--- src/sv/ssm_pkg.sv ---
package ssm_pkg;

   localparam int MaxSegmentsDefault = 64;
   localparam int WidthBitsDefault   = 16;
   localparam int YBits              = 24;
   localparam logic [YBits-1:0] YMax = {YBits{1'b1}};

   typedef enum logic [1:0] {
      OP_PACK  = 2'd0,
      OP_ERASE = 2'd1,
      OP_QUERY = 2'd2,
      OP_QALT  = 2'd3
   } op_type;

   typedef enum logic [1:0] {
      ST_OK    = 2'd0,
      ST_WIDE  = 2'd1,
      ST_INDEX = 2'd2,
      ST_FULL  = 2'd3
   } status_type;

   typedef struct packed {
      logic [1:0]  operation;
      logic [5:0]  segment_index;
      logic [15:0] rect_width;
      logic [15:0] rect_height;
      logic        side_choice;
   } req_type;

   typedef struct packed {
      logic [15:0] place_x;
      logic [23:0] place_y;
      logic [5:0]  lowest_index;
      logic [6:0]  segment_total;
      logic [1:0]  status;
   } rsp_type;

   // chain commands
   typedef enum logic [2:0] {
      CH_HOLD  = 3'd0,
      CH_WRITE = 3'd1,
      CH_OPEN  = 3'd2,
      CH_REM1  = 3'd3,
      CH_REM2  = 3'd4
   } chain_op_type;

   function automatic logic [YBits-1:0] pos_diff(input logic [YBits-1:0] a,
                                                 input logic [YBits-1:0] b);
      return (a > b) ? a - b : '0;
   endfunction

   function automatic logic [YBits-1:0] add_y(input logic [YBits-1:0] a,
                                              input logic [YBits-1:0] b);
      logic [YBits:0] s;
      s = {1'b0, a} + {1'b0, b};
      return s[YBits] ? YMax : s[YBits-1:0];
   endfunction

endpackage

--- src/sv/ssm_cell.sv ---
module ssm_cell import ssm_pkg::*; #(
   parameter int WidthBits = WidthBitsDefault
) (
   input  logic                 clock,
   input  logic                 active,
   input  logic                 load,
   input  logic [WidthBits-1:0] load_x,
   input  logic [YBits-1:0]     load_y,
   input  logic [WidthBits-1:0] load_w,
   input  logic [YBits-1:0]     load_l,
   input  logic [YBits-1:0]     load_r,
   input  logic                 shift,
   input  logic [WidthBits-1:0] nb_x,
   input  logic [YBits-1:0]     nb_y,
   input  logic [WidthBits-1:0] nb_w,
   input  logic [YBits-1:0]     nb_l,
   input  logic [YBits-1:0]     nb_r,
   output logic [WidthBits-1:0] x_ff,
   output logic [YBits-1:0]     y_ff,
   output logic [WidthBits-1:0] w_ff,
   output logic [YBits-1:0]     l_ff,
   output logic [YBits-1:0]     r_ff
);

   // one segment; takes a direct write or its neighbor's contents
   always_ff @(posedge clock) begin
      if (active && load) begin
         x_ff <= load_x; y_ff <= load_y; w_ff <= load_w;
         l_ff <= load_l; r_ff <= load_r;
      end else if (active && shift) begin
         x_ff <= nb_x; y_ff <= nb_y; w_ff <= nb_w;
         l_ff <= nb_l; r_ff <= nb_r;
      end
   end

endmodule

--- config.mk ---
export PLATFORM = sky130hd
export DESIGN_NAME = ssm_cell
export DESIGN_NICKNAME = d
export VERILOG_FILES = /design/src/sv/ssm_pkg.sv /design/src/sv/ssm_cell.sv
export SDC_FILE = /design/constraint.sdc
export NUM_CORES = 1
export LEC_CHECK = 0
export BUFFER_PORTS_ARGS = -buffer_cell sky130_fd_sc_hd__buf_4
export CELL_PAD_IN_SITES_DETAIL_PLACEMENT = 2
export CELL_PAD_IN_SITES_GLOBAL_PLACEMENT = 2
export CORE_MARGIN = 5
export CORE_UTILIZATION = 26
export DETAILED_ROUTE_END_ITERATION = 10
export PLACE_DENSITY = 0.9
export REMOVE_ABC_BUFFERS = 1
export SLEW_MARGIN = 10
export SYNTH_ARGS = -nofsm -noshare
export SYNTH_HDL_FRONTEND = slang
export SYNTH_SLANG_ARGS = --single-unit
--- constraint.sdc ---
create_clock -name clock -period 3.7 [get_ports clock]
set_input_delay 0.37 -clock clock [delete_from_list [all_inputs] [get_ports clock]]
set_output_delay 0.37 -clock clock [all_outputs]
set_load 0.005 [all_outputs]
# Word level (Yosys, flattened, before mapping)
# Cells that the tools add are included.
word_totals:
  ff_bits: 104
  latch_bits: 0
  ram_bits: 0
  rom_bits: 0
  output_inout_bits: 104
  elab_cells: 18
  memories: 0
op_classes:
  addsub: 0
  mul: 0
  div_mod_pow: 0
  n_lt_le_gt_ge: 0
  n_eq_ne: 0
  shifts: 0
  muxes: 10
  bitwise: 0
  n_reduce_logical: 3
op_table:
  columns: ["operator", "count"]
  rows:
  - ["two-way mux 24 bit", 6]
  - ["two-way mux 16 bit", 4]
  - ["logical AND 1 bit", 2]
  - ["nonzero test 2 bit", 1]

# Logic depth before layout (Yosys ltp)
logic_depth:
  depth_word: 3
  depth_mapped: 4
  depth_no_buf: 2

# Worst setup path after synthesis
# OpenSTA, ideal clock, no wires.
synth_timing:
  path_type: "input to register"
  from: "input shift"
  to: "register l_ff[0], enable pin"
  setup_time_ns: 0.471
  arrival_time_ns: 2.727
  setup_slack_ns: 0.502
  path_stages: 1
  n_path_buf: 0
  path_cell_list: "o21a_1"
synth_via:
  elab_chain_len: 2
synth_lines:
  columns: ["element", "line_no", "text"]
  rows:
  - ["start: declaration", "ssm_cell.sv:12", "input logic shift,"]
  - ["logical AND 1 bit", "ssm_cell.sv:30", "end else if (active && shift) begin"]
  - ["nonzero test 2 bit (no line)", null, null]
  - ["end signal: assignment", "ssm_cell.sv:29", "l_ff <= load_l; r_ff <= load_r;"]
  - ["end signal: assignment", "ssm_cell.sv:32", "l_ff <= nb_l; r_ff <= nb_r;"]
  - ["end: declaration", "ssm_cell.sv:21", "output logic [YBits-1:0] l_ff,"]
# No other way between the ends.
# A chain may end at the register's enable or synchronous reset.

# Final worst setup path
layout_timing:
  from: "input load"
  to: "register r_ff[18] (data pin)"
layout_via:
  elab_chain_len: 2
layout_lines:
  columns: ["element", "line_no", "text"]
  rows:
  - ["start: declaration", "ssm_cell.sv:6", "input logic load,"]
  - ["logical AND 1 bit", "ssm_cell.sv:27", "if (active && load) begin"]
  - ["two-way mux 24 bit", "ssm_cell.sv:27", null]
  - ["end signal: assignment", "ssm_cell.sv:29", null]
  - ["end signal: assignment", "ssm_cell.sv:32", null]
  - ["end: declaration", "ssm_cell.sv:22", "output logic [YBits-1:0] r_ff"]
# No other way between the ends.

==> metrics.csv <==
metric;value;unit
status;finished, final reports clean;
drv_cap;0;
rows;48;
synth_ff_type;edfxtp_1;
cts_tree;done;
synthArstFlopShare;0;
clock_path_buffers;2;
portBuffers;315;
dieArea;20600;µm²
cp-endpoint;r_ff[18];
leakagePower;0.00339;µW
fin_hold_ws;0.321;ns
area_delta_synth_final;62.1;%
startpoint;load;
fin_nets;750;
start_kind;input pin;
drv_slew;0;
cp_max_fo;67;
min_period;1.85;ns
gp_congestion;0.823;
synth_area_leaders;edfxtp_1 67%, mux2_4 19%, mux2_2 11%;
swShare;0.232;
synth_area;4630;µm²
drt_first_pass_iters;4;
cp-end-kind;register;
synth.cells.most_frequent;104 x edfxtp_1, 60 x mux2_4, 44 x mux2_2;
power_frac_seq;0.497;
drc;0;
synth_area_per_cell;20.9;µm²
dp_hpwl;14200;µm
clock-sinks;104;
cts-root-buf;clkbuf_16;
grt_use_met1;0.164;
hold_buffers;0;
power_frac_comb;0.195;
vias;3318;
min_period_over_period;0.500;
switchingPower;687;µW
start_util;0.267;
instances_no_fill;768;
place_ws;1.48;ns
clkPwrFrac;0.308;
p_int;2270;µW
grt_use_met2;0.315;
grt-ovfl-total;0;
core;17400;µm²
grt_pass1_wl;24400;µm
dieWidth;143;µm
grt_pass1_vias;3853;
post_cts_buffers;0;
drive_gt1_frac;0.807;
ir_drop;0.218;mV
cts_buffers;9;
antenna_found_initial;0;
die_y;143;µm
post_cts_resized;0;
slew_headroom;0.578;
viasPerCell;4.32;
dpl.cell_count;752;
p_per_area;394;nW/µm²
setup_viol;0;
tightestPinTransition;0.633;ns
grt_max_degree;68;
max_freq;540;MHz
grt.met3_usage;0.0493;
io_pins;316;
track_usage;0.164;
path_class;input pin to register;
yosysMostFrequentCell;edfxtp_1;
drtIter0Drc;123;
top_usage_layer;met2;
drt.antenna.violating_nets;0;
syn-instance-count;221;
min-delay-path-class;input pin to register;
wl_per_cell;22.7;µm
synth.top_cell.area_share;0.675;
diodes;0;
layout_setup_ws;1.85;ns
htree_levels;3;
ys_seq_area_frac;0.675;
yosysUniqueCellTypes;7;
synth_top_area_cell;edfxtp_1;
required;3.80;ns
hold_violations;0;
synth_edf_count;104;
cts.clk_slew.worst_paths;0.08;ns
arrival;1.95;ns
rsz0062_at_grt;no;
yosysWarnings;0;
routed_wl;17400;µm
ys_ff_latch;104;
## critical path, stage by stage
cell,delay [ns]
buf_4,0.13
nand2_4,0.45
buf_12,0.44
mux2_2,0.41
## power groups by stage
stage	Sequential, µW	Combinational [µW]	Clock [µW]
after global routing	1480	615	1000
final	1470	577	910
after detailed placement	1500	589	0
after CTS	1470	590	950
after floorplan	1510	190	0
after global placement	1490	561	0
## sequential cells by signal, indices dropped and copies added (netlist names)
name	flops
y_ff	24
r_ff	24
l_ff	24
x_ff	16
w_ff	16
## layout make-up
class	instances	area (µm²)
sequential	104	3120
clock buffer	9	225
clock inverter	7	46.3
timing repair buffer	317	2400
multi-input combinational	106	1420
fill	1709	9850
tap	225	282
## stage by stage
stage / power [µW] / TNS (ns) / cell area (µm²) / utilization
after global routing: 3100 / 0 / 7500 / 0.432
after detailed placement: 2090 / 0 / 7230 / 0.417
final: 2960 / 0 / 7500 / 0.432
after global placement: 2050 / 0 / 7230 / 0.417
after floorplan: 1700 / -30.23 / 4530 / -
after CTS: 3010 / 0 / 7500 / 0.432
## layout by cell type, fill, tap and decap left out
cell        Yosys  final
inv_8           0      1
buf_4           0    315
clkinv_1        0      1
mux2_4         60     60
clkinv_2        0      3
mux2_2         44     44
clkinvlp_4      0      1
buf_12          0      2
edfxtp_1      104    104
inv_6           0      1
clkbuf_16       0      9
o21a_4          0      1
nand2_4         0      1
## cell families after synthesis
| kind of cell | Yosys count | synth area share |
|---|---|---|
| mux | 104 | 0.302 |
| flops | 104 | 0.675 |
| buf+inv | 11 | 0.0214 |
| compound gates | 1 | 0.00162 |
| simple gates | 1 | 0.000810 |
## metal layers
metal  vias up  part of all wire
met5         -                 0
met4         0             0.026
met2       203              0.55
met1      1581              0.33
met3        26             0.096
li1       1508                 -
## worst min-delay path by stage
stage                    from       end  slack, ns  cells after the start
CTS                   nb_x[6]   x_ff[6]       0.30                      2
global placement     nb_y[20]  y_ff[20]       0.67                      2
floorplan            nb_l[15]  l_ff[15]       0.59                      1
detailed placement  load_w[8]   w_ff[8]       0.68                      2
finish                nb_x[6]   x_ff[6]       0.32                      2
global route        load_x[6]   x_ff[6]       0.30                      2
Power figures use the tool's default switching activity.
